==> config.mk <==
export PLATFORM = sky130hd
export DESIGN_NAME = laser_scan_polar_to_cartesian_top
export DESIGN_NICKNAME = d
export VERILOG_FILES = /design/src/sv/lspc_pkg.sv /design/src/sv/lspc_seq.sv /design/src/sv/lspc_cordic.sv /design/src/sv/laser_scan_polar_to_cartesian_top.sv
export SDC_FILE = /design/constraint.sdc
export NUM_CORES = 2
export LEC_CHECK = 0
export CAP_MARGIN = 10
export CORE_ASPECT_RATIO = 0.75
export CORE_UTILIZATION = 40
export DETAILED_ROUTE_END_ITERATION = 7
export DONT_BUFFER_PORTS = 1
export PLACE_DENSITY = 0.63
export SLEW_MARGIN = 20
export SYNTH_ARGS = -nofsm -noshare
export SYNTH_HDL_FRONTEND = slang
export SYNTH_SLANG_ARGS = --single-unit
==> constraint.sdc <==
create_clock -name aclk -period 20.4 [get_ports aclk]
set_clock_uncertainty 0.1 [all_clocks]
set_input_delay 6.12 -clock aclk [delete_from_list [all_inputs] [get_ports aclk]]
set_output_delay 6.12 -clock aclk [all_outputs]
set_load 0.02 [all_outputs]
==> src/sv/lspc_pkg.sv <==
// Shared types and constants of the laser scan polar-to-cartesian converter.
// Holds the arctangent table, CORDIC gain, register indexes and the command struct.
// No dependencies.
package lspc_pkg;

    // Guard bits carried below the output LSB through the rotation.
    localparam int GUARD_BITS = 16;

    // Inverse CORDIC gain, limiting value, scaled by 2^32.
    localparam logic [31:0] GAIN_INV = 32'd2608131496;

    // Width of the rotation step index (arctangent table depth 32).
    localparam int STEP_W = 5;

    // atan(2^-i) in units of 2^-32 turn.
    localparam logic [31:0] ATAN_TURNS [32] = '{
        32'h20000000, 32'h12E4051E, 32'h09FB385B, 32'h051111D4,
        32'h028B0D43, 32'h0145D7E1, 32'h00A2F61E, 32'h00517C55,
        32'h0028BE53, 32'h00145F2F, 32'h000A2F98, 32'h000517CC,
        32'h00028BE6, 32'h000145F3, 32'h0000A2FA, 32'h0000517D,
        32'h000028BE, 32'h0000145F, 32'h00000A30, 32'h00000518,
        32'h0000028C, 32'h00000146, 32'h000000A3, 32'h00000051,
        32'h00000029, 32'h00000014, 32'h0000000A, 32'h00000005,
        32'h00000003, 32'h00000001, 32'h00000001, 32'h00000000
    };

    // Configuration register indexes.
    localparam int CFG_ADDR_W = 2;
    localparam logic [CFG_ADDR_W-1:0] REG_START_ANGLE = 2'd0;
    localparam logic [CFG_ADDR_W-1:0] REG_ANGLE_STEP  = 2'd1;
    localparam logic [CFG_ADDR_W-1:0] REG_MIN_RANGE   = 2'd2;
    localparam logic [CFG_ADDR_W-1:0] REG_MAX_RANGE   = 2'd3;

    // Sequencer to datapath command.
    typedef struct packed {
        logic              load;  // scale range, split angle into quadrant/residual
        logic              rot;   // one micro-rotation
        logic [STEP_W-1:0] step;  // micro-rotation index
    } lspc_cmd_t;

endpackage

==> src/sv/lspc_seq.sv <==
// Sequencer of the converter: walks load, micro-rotations and result hand-off;
// a dropped sample goes straight to hand-off. Depends on lspc_pkg.
module lspc_seq import lspc_pkg::*; #(
    parameter int CORDIC_STEPS = 20
) (
    input  logic       aclk,
    input  logic       aresetn,
    input  logic       in_fire,
    input  logic       in_keep,
    input  logic       out_free,
    output logic       in_ready,
    output logic       out_load,
    output lspc_cmd_t  cmd
);

    typedef enum logic [3:0] {
        ST_IDLE = 4'b0001,
        ST_LOAD = 4'b0010,
        ST_ROT  = 4'b0100,
        ST_DONE = 4'b1000
    } state_t;

    localparam logic [STEP_W-1:0] LAST_STEP = STEP_W'(CORDIC_STEPS - 1);

    state_t            state_reg, state_next;
    logic [STEP_W-1:0] step_reg, step_next;

    always_comb begin
        state_next = state_reg;
        step_next  = step_reg;
        case (state_reg)
            ST_IDLE: begin
                if (in_fire) begin
                    state_next = in_keep ? ST_LOAD : ST_DONE;
                end
            end
            ST_LOAD: begin
                state_next = ST_ROT;
                step_next  = '0;
            end
            ST_ROT: begin
                if (step_reg == LAST_STEP) begin
                    state_next = ST_DONE;
                end else begin
                    step_next = step_reg + 1'b1;
                end
            end
            ST_DONE: begin
                if (out_free) begin
                    state_next = ST_IDLE;
                end
            end
            default: begin
                state_next = ST_IDLE;
            end
        endcase
    end

    always_ff @(posedge aclk) begin
        if (!aresetn) begin
            state_reg <= ST_IDLE;
            step_reg  <= '0;
        end else begin
            state_reg <= state_next;
            step_reg  <= step_next;
        end
    end

    assign in_ready  = (state_reg == ST_IDLE);
    assign out_load  = (state_reg == ST_DONE) && out_free;
    assign cmd.load  = (state_reg == ST_LOAD);
    assign cmd.rot   = (state_reg == ST_ROT);
    assign cmd.step  = step_reg;

endmodule

==> src/sv/lspc_cordic.sv <==
// Rotation-mode CORDIC datapath: range scaling, one shared micro-rotation
// unit, quadrant fix-up, rounding and saturation. Depends on lspc_pkg.
module lspc_cordic import lspc_pkg::*; #(
    parameter int RANGE_BITS = 20,
    parameter int ANGLE_BITS = 24
) (
    input  logic                   aclk,
    input  lspc_cmd_t              cmd,
    input  logic [RANGE_BITS-1:0]  range_i,
    input  logic [ANGLE_BITS-1:0]  angle_i,
    output logic [RANGE_BITS:0]    point_x,
    output logic [RANGE_BITS:0]    point_y
);

    localparam int XY_W    = RANGE_BITS + GUARD_BITS + 3;
    localparam int RND_W   = XY_W - GUARD_BITS;
    localparam int PROD_W  = RANGE_BITS + 32;
    localparam int A_SHIFT = 32 - ANGLE_BITS;
    localparam logic signed [RND_W-1:0] LIM  = {3'b000, {RANGE_BITS{1'b1}}};
    localparam logic signed [RND_W-1:0] NLIM = -LIM;
    localparam logic signed [XY_W-1:0]  HALF =
        {{(XY_W-GUARD_BITS){1'b0}}, 1'b1, {(GUARD_BITS-1){1'b0}}};

    logic signed [XY_W-1:0] x_reg, y_reg;
    logic signed [32:0]     z_reg;
    logic [1:0]             q_reg;

    logic [PROD_W-1:0]      prod;
    logic [31:0]            a32, a_rnd, res;
    logic signed [XY_W-1:0] dx, dy;
    logic signed [32:0]     t;
    logic signed [XY_W-1:0] vx, vy;

    assign prod  = PROD_W'(range_i) * PROD_W'(GAIN_INV);
    assign a32   = 32'(angle_i) << A_SHIFT;
    assign a_rnd = a32 + 32'h2000_0000;
    assign res   = a32 - {a_rnd[31:30], 30'b0};

    // shared micro-rotation unit
    assign dx = y_reg >>> cmd.step;
    assign dy = x_reg >>> cmd.step;
    assign t  = $signed({1'b0, ATAN_TURNS[cmd.step]});

    always_ff @(posedge aclk) begin
        if (cmd.load) begin
            x_reg <= $signed(XY_W'(prod >> GUARD_BITS));
            y_reg <= '0;
            z_reg <= $signed({res[31], res});
            q_reg <= a_rnd[31:30];
        end else if (cmd.rot) begin
            if (!z_reg[32]) begin
                x_reg <= x_reg - dx;
                y_reg <= y_reg + dy;
                z_reg <= z_reg - t;
            end else begin
                x_reg <= x_reg + dx;
                y_reg <= y_reg - dy;
                z_reg <= z_reg + t;
            end
        end
    end

    always_comb begin
        case (q_reg)
            2'd0: begin vx = x_reg;  vy = y_reg;  end
            2'd1: begin vx = -y_reg; vy = x_reg;  end
            2'd2: begin vx = -x_reg; vy = -y_reg; end
            default: begin vx = y_reg; vy = -x_reg; end
        endcase
    end

    function automatic logic [RANGE_BITS:0] finish(input logic signed [XY_W-1:0] v);
        logic signed [XY_W-1:0]  s;
        logic signed [RND_W-1:0] r;
        logic signed [RND_W-1:0] c;
        s = v + HALF;
        r = s[XY_W-1:GUARD_BITS];
        if (r > LIM) begin
            c = LIM;
        end else if (r < NLIM) begin
            c = NLIM;
        end else begin
            c = r;
        end
        return c[RANGE_BITS:0];
    endfunction

    assign point_x = finish(vx);
    assign point_y = finish(vy);

endmodule

==> src/sv/laser_scan_polar_to_cartesian_top.sv <==
// Top level of the laser scan polar-to-cartesian converter: configuration
// registers, beam angle tracking, input capture and output register.
// Depends on lspc_pkg, lspc_seq and lspc_cordic.
//
// Usage:
//   Range samples enter on the s_axis beat channel in scan order; tlast marks
//   the last sample of a scan, tuser flags a non-finite sample. Each sample
//   produces exactly one m_axis beat holding x and y; tuser is the valid flag
//   (zero coordinates when the sample was dropped) and tlast copies scan_end.
//   A kept sample is captured, its range is scaled, then it runs through the
//   CORDIC_STEPS micro-rotations of the single shared CORDIC stage; quadrant
//   fix-up, rounding and saturation feed the output register. A dropped sample
//   skips scaling and rotation. s_axis_tready is high only between samples,
//   so a new sample is taken only after the last has reached the output
//   register. The result sits in an output register, so the next sample is
//   accepted while it waits. If m_axis_tready stays low the block finishes the
//   following sample and then holds it until the output register drains.
//   Reset clears the beam offset, restores the register defaults (max range
//   all ones) and empties the output. Configure only while idle.
module laser_scan_polar_to_cartesian_top import lspc_pkg::*; #(
    parameter int RANGE_BITS   = 20,
    parameter int ANGLE_BITS   = 24,
    parameter int CORDIC_STEPS = 20
) (
    input  logic                   aclk,
    input  logic                   aresetn,
    // configuration write port
    input  logic                   cfg_wr_en,
    input  logic [CFG_ADDR_W-1:0]  cfg_addr,
    input  logic [((ANGLE_BITS > RANGE_BITS) ? ANGLE_BITS : RANGE_BITS)-1:0] cfg_wdata,
    // input samples
    input  logic                   s_axis_tvalid,
    output logic                   s_axis_tready,
    input  logic [((RANGE_BITS+7)/8)*8-1:0] s_axis_tdata,  // range_value
    input  logic                   s_axis_tuser,   // not_finite
    input  logic                   s_axis_tlast,   // scan_end
    // output points
    output logic                   m_axis_tvalid,
    input  logic                   m_axis_tready,
    output logic [((2*(RANGE_BITS+1)+7)/8)*8-1:0] m_axis_tdata,  // point_x, point_y
    output logic                   m_axis_tuser,   // point_valid
    output logic                   m_axis_tlast    // point_last
);

    localparam int OUT_TDATA_W = ((2*(RANGE_BITS+1)+7)/8)*8;

    logic [ANGLE_BITS-1:0] start_angle_reg, angle_step_reg, offset_reg, angle_reg;
    logic [RANGE_BITS-1:0] min_range_reg, max_range_reg, range_reg;
    logic                  keep_reg, last_reg;
    logic [RANGE_BITS:0]   out_x_reg, out_y_reg;
    logic                  out_valid_reg, out_keep_reg, out_last_reg;

    logic                  in_fire, in_keep, out_free, out_load;
    logic [RANGE_BITS-1:0] in_range;
    logic [RANGE_BITS:0]   cx, cy;
    lspc_cmd_t             cmd;

    assign in_range = s_axis_tdata[RANGE_BITS-1:0];
    assign in_fire  = s_axis_tvalid && s_axis_tready;
    assign in_keep  = !s_axis_tuser && (in_range >= min_range_reg)
                      && (in_range <= max_range_reg);
    assign out_free = !out_valid_reg || m_axis_tready;

    always_ff @(posedge aclk) begin
        if (!aresetn) begin
            start_angle_reg <= '0;
            angle_step_reg  <= '0;
            min_range_reg   <= '0;
            max_range_reg   <= '1;
        end else if (cfg_wr_en) begin
            case (cfg_addr)
                REG_START_ANGLE: start_angle_reg <= cfg_wdata[ANGLE_BITS-1:0];
                REG_ANGLE_STEP:  angle_step_reg  <= cfg_wdata[ANGLE_BITS-1:0];
                REG_MIN_RANGE:   min_range_reg   <= cfg_wdata[RANGE_BITS-1:0];
                REG_MAX_RANGE:   max_range_reg   <= cfg_wdata[RANGE_BITS-1:0];
                default: ;
            endcase
        end
    end

    // beam offset restarts after the last sample of a scan
    always_ff @(posedge aclk) begin
        if (!aresetn) begin
            offset_reg <= '0;
        end else if (in_fire) begin
            offset_reg <= s_axis_tlast ? '0 : offset_reg + angle_step_reg;
        end
    end

    always_ff @(posedge aclk) begin
        if (in_fire) begin
            range_reg <= in_range;
            angle_reg <= start_angle_reg + offset_reg;
            keep_reg  <= in_keep;
            last_reg  <= s_axis_tlast;
        end
    end

    lspc_seq #(
        .CORDIC_STEPS (CORDIC_STEPS)
    ) u_seq (
        .aclk     (aclk),
        .aresetn  (aresetn),
        .in_fire  (in_fire),
        .in_keep  (in_keep),
        .out_free (out_free),
        .in_ready (s_axis_tready),
        .out_load (out_load),
        .cmd      (cmd)
    );

    lspc_cordic #(
        .RANGE_BITS (RANGE_BITS),
        .ANGLE_BITS (ANGLE_BITS)
    ) u_cordic (
        .aclk    (aclk),
        .cmd     (cmd),
        .range_i (range_reg),
        .angle_i (angle_reg),
        .point_x (cx),
        .point_y (cy)
    );

    always_ff @(posedge aclk) begin
        if (!aresetn) begin
            out_valid_reg <= 1'b0;
        end else if (out_load) begin
            out_valid_reg <= 1'b1;
        end else if (m_axis_tready) begin
            out_valid_reg <= 1'b0;
        end
    end

    always_ff @(posedge aclk) begin
        if (out_load) begin
            out_x_reg    <= keep_reg ? cx : '0;
            out_y_reg    <= keep_reg ? cy : '0;
            out_keep_reg <= keep_reg;
            out_last_reg <= last_reg;
        end
    end

    assign m_axis_tvalid = out_valid_reg;
    assign m_axis_tdata  = OUT_TDATA_W'({out_y_reg, out_x_reg});
    assign m_axis_tuser  = out_keep_reg;
    assign m_axis_tlast  = out_last_reg;

`ifndef SYNTH
    a_scan_restart: assert property (@(posedge aclk) disable iff (!aresetn)
        (in_fire && s_axis_tlast) |=> (offset_reg == '0))
        else $error("beam offset not cleared after end of scan");

    a_dropped_zero: assert property (@(posedge aclk) disable iff (!aresetn)
        (m_axis_tvalid && !m_axis_tuser) |-> (m_axis_tdata == '0))
        else $error("dropped sample carries nonzero coordinates");

    a_no_overwrite: assert property (@(posedge aclk) disable iff (!aresetn)
        out_load |-> (!out_valid_reg || m_axis_tready))
        else $error("output register overwritten before its beat was taken");

    a_busy_not_ready: assert property (@(posedge aclk) disable iff (!aresetn)
        (cmd.load || cmd.rot) |-> !s_axis_tready)
        else $error("input ready while a sample is being rotated");
`endif

endmodule

==> impl_metrics.csv <==
group,metric,value,unit
routing,drc,0,
logic_synthesis,synth.top_cells.by_count,"nand2_1, inv_1, ha_1",
floorplanning,die_h,282,µm
floorplanning,die_w,376,µm
timing,fin_crit,8.88,ns
min_path,holdCritStartpoint,"last_reg",
worst_setup_path,worst-setup-path-type,"register to register",
final_layout,multi_input_area,31100,µm²
worst_setup_path,crit_path_start_kind,"register",
grt,antenna_found_initial,3,
timing,tns,0,ns
final_layout,fin_nets,5421,
min_path,hold_path_depth,0,
clocking,postCtsHoldBufs,0,
timing,rsz0062_at_grt,"no",
final_layout,antenna_cells,0,
timing,finalSetupViolations,0,
final_layout,drive_above_1_share,7.39,%
routing,vias,36100,
clocking,clk_path_buf_depth,3,
final_layout,fillers,10300,
routing,drtPass1Iterations,8,
worst_setup_path,end_kind,"register",
timing,finalHoldViolations,0,
worst_setup_path,r2r_start,"u_seq.step_reg[1]",
routing,wl,132000,µm
clocking,clock-sinks,325,
clocking,cts_tree,"done",
timing,slew_violations,0,
final_layout,register_area,8130,µm²
logic_synthesis,syn_avg_cell_area,8.63,µm²
timing,max_slew_margin,18.8,%
clocking,clk_latency,0.63,ns
min_path,holdPathEnd,"m_axis_tlast",
logic_synthesis,syn_inst,4860,
clocking,clk_pin_slew,0.06,ns
logic_synthesis,synth_ff_type,"dfxtp_1",
worst_setup_path,rr_endpoint,"u_cordic.x_reg[38]",
placed_design,place_congestion,0.990,
logic_synthesis,ys_ff_latch,325,
floorplanning,fp.dieArea,106000,µm²
logic_synthesis,synth_compound_area_share,18.0,%
clocking,cts_resized,0,
logic_synthesis,synthXorXnorAreaFrac,7.68,%
timing,fmax,113,MHz
floorplanning,core.rowCount,102,
worst_setup_path,critPathMaxFanout,49,
grt,grt_pass1_vias,33800,
logic_synthesis,synth-edff-count,161,
clocking,cts_max_level,2,
logic_synthesis,synthMostInstantiatedCell,"nand2_1",
floorplanning,coreArea,104000,µm²
clocking,cts_setup_buffers,0,
logic_synthesis,synthMuxAreaShare,8.88,%
min_path,min_path_type,"register to register",
logic_synthesis,synth_top_family_by_area,"adder cells",
routing,vias_per_cell,5.87,
worst_setup_path,cp.arrival,9.29,ns
logic_synthesis,seq_area_frac_synth,19.4,%
logic_synthesis,yosysUniqueCellTypes,99,
floorplanning,start_util,40.5,%
logic_synthesis,synth_area_leaders,"ha_1, edfxtp_1, fa_1",
grt,grt_pass1_wl,203000,µm
floorplanning,ios,109,
grt,grt_overflow,0,
logic_synthesis,ys_warn_count,0,
timing,worstMarginPinSlew,1.21,ns
worst_setup_path,regToRegSetupSlack,11.52,ns
routing,drtAntennaViolNets,0,
grt,track_usage,24.5,%
logic_synthesis,synth_top_area_share,12.8,%
logic_synthesis,async_reset_ff_share,0,%
final_layout,syn_to_final_growth,6.05,%
outcome,status,"completed",
timing,timing.final.crit_share,43.5,%
grt,grt_max_degree,82,
placed_design,io_buffers,0,
logic_synthesis,synthSimpleGateAreaFrac,15.5,%
routing,wl_per_cell,21.5,µm
clocking,numCtsBuffers,40,
routing,drt_iter0_drc,3702,
logic_synthesis,synth.cell_area,41900,µm²
placed_design,hpwl,102000,µm
worst_setup_path,r2r.worst_path.cells,25,
clocking,root_buffer,"clkbuf_16",
logic_synthesis,yosys.area_share.adder,23.9,%
logic_synthesis,synth_top_cell_by_area,"ha_1",
worst_setup_path,worstPathRequired,20.81,ns
flow_run,drv_cap,0,
-- kinds of logic after synthesis --
group                      Yosys count
AOI/OAI and AO/OA                 1173
xor gates and xnor gates           367
adders and majority gates          661
buffers and inverters              715
DFF                                325
muxes                              242
other                                1
and+or+nand+nor                   1376
-- critical path, stage by stage (launching register included) --
cell,delay (ns)
dfxtp_4,0.54
buf_4,0.65
buf_4,0.67
mux4_2,0.63
mux2_2,0.28
mux2i_1,0.54
o221a_2,0.36
nand4b_1,0.16
nor3_1,0.65
and3_1,0.39
and2_1,0.25
a21oi_1,0.10
xnor2_1,0.17
ha_1,0.37
o21ai_0,0.19
o21bai_1,0.08
a211oi_1,0.22
o21ai_0,0.25
a2111oi_0,0.46
nor3_1,0.21
a41o_1,0.31
o41a_1,0.39
a211oi_1,0.36
o211a_1,0.21
nor2_1,0.05
mux2i_1,0.12
-- worst max path at each step --
stage,startpoint,endpoint,cells after the start
3_3_place_gp,s_axis_tdata[5],u_seq.state_reg[3],13
3_5_place_dp,s_axis_tdata[5],u_seq.state_reg[3],13
4_1_cts,u_seq.step_reg[1],u_cordic.x_reg[38],24
2_1_floorplan,m_axis_tready,m_axis_tlast,2
5_1_grt,u_seq.step_reg[1],u_cordic.x_reg[35],24
6_report,u_seq.step_reg[1],u_cordic.x_reg[38],25
-- metrics by stage --
step                area (µm²)  setup WS [ns]  hold slack [ns]  std cells  util [%]
finish                   44500          11.52            0.321       6138      42.9
global route             44500          11.16            0.336       6138      42.9
CTS                      44500          11.85            0.324       6137      42.9
detailed placement       43100          11.48            0.316       6064      41.6
global placement         43100          11.47            0.304       6064      41.6
floorplan                42000          11.69            0.300       4865         -
-- placed cells by master (no fill, tap or decap), types with 12 or more instances in the layout --
master     Yosys  layout
a211oi_1      35      34
a21boi_0      15      15
a21o_1        89      89
a21oi_1      366     366
a22oi_1       21      21
a31oi_1       51      51
a41oi_1       19      19
and2_1        25      25
and3_1        58      58
buf_4         11      60
clkbuf_16      0      41
dfxtp_1      164     159
edfxtp_1     161     161
fa_1         233     233
ha_1         428     428
inv_1        445     441
mux2_2        52      52
mux2i_1       91      91
mux4_2        99      99
nand2_1      475     475
nand2b_1      46      46
nand3_1       91      91
nand4_1       41      41
nor2_1       348     344
nor2b_1       40      39
nor3_1        93      93
nor4_1        26      25
o211ai_1      66      66
o21a_1        47      47
o21ai_0      236     236
o21bai_1      18      18
o22ai_1       23      23
o31ai_1       27      27
o41ai_1       12      12
or2_2         26      26
or3_1         36      36
or4_1         14      14
xnor2_1      229     229
xor2_1       137     137
-- area by class of cell --
class / instances / share of cell area, %
clock buffer: 52 / 2.49
timing repair buffer: 61 / 1.04
clock inverter: 21 / 0.537
sequential: 325 / 18.3
inverter: 450 / 3.80
tap: 1404 / 3.95
multi-input combinational: 3825 / 69.9
-- layer usage --
metal  up-vias  wire [µm]  part of all wire, %  GRT usage, %
li1      17000          -                    -             -
met1     17300      61300                   46          36.1
met2      1632      52400                   40          34.3
met3       181      15300                   12          7.92
met4         6       2880                  2.2          5.34
met5         -         60                0.045             0
Power is not shown: default switching activity piles up to over one toggle a cycle in this logic, so the estimate is an artifact.
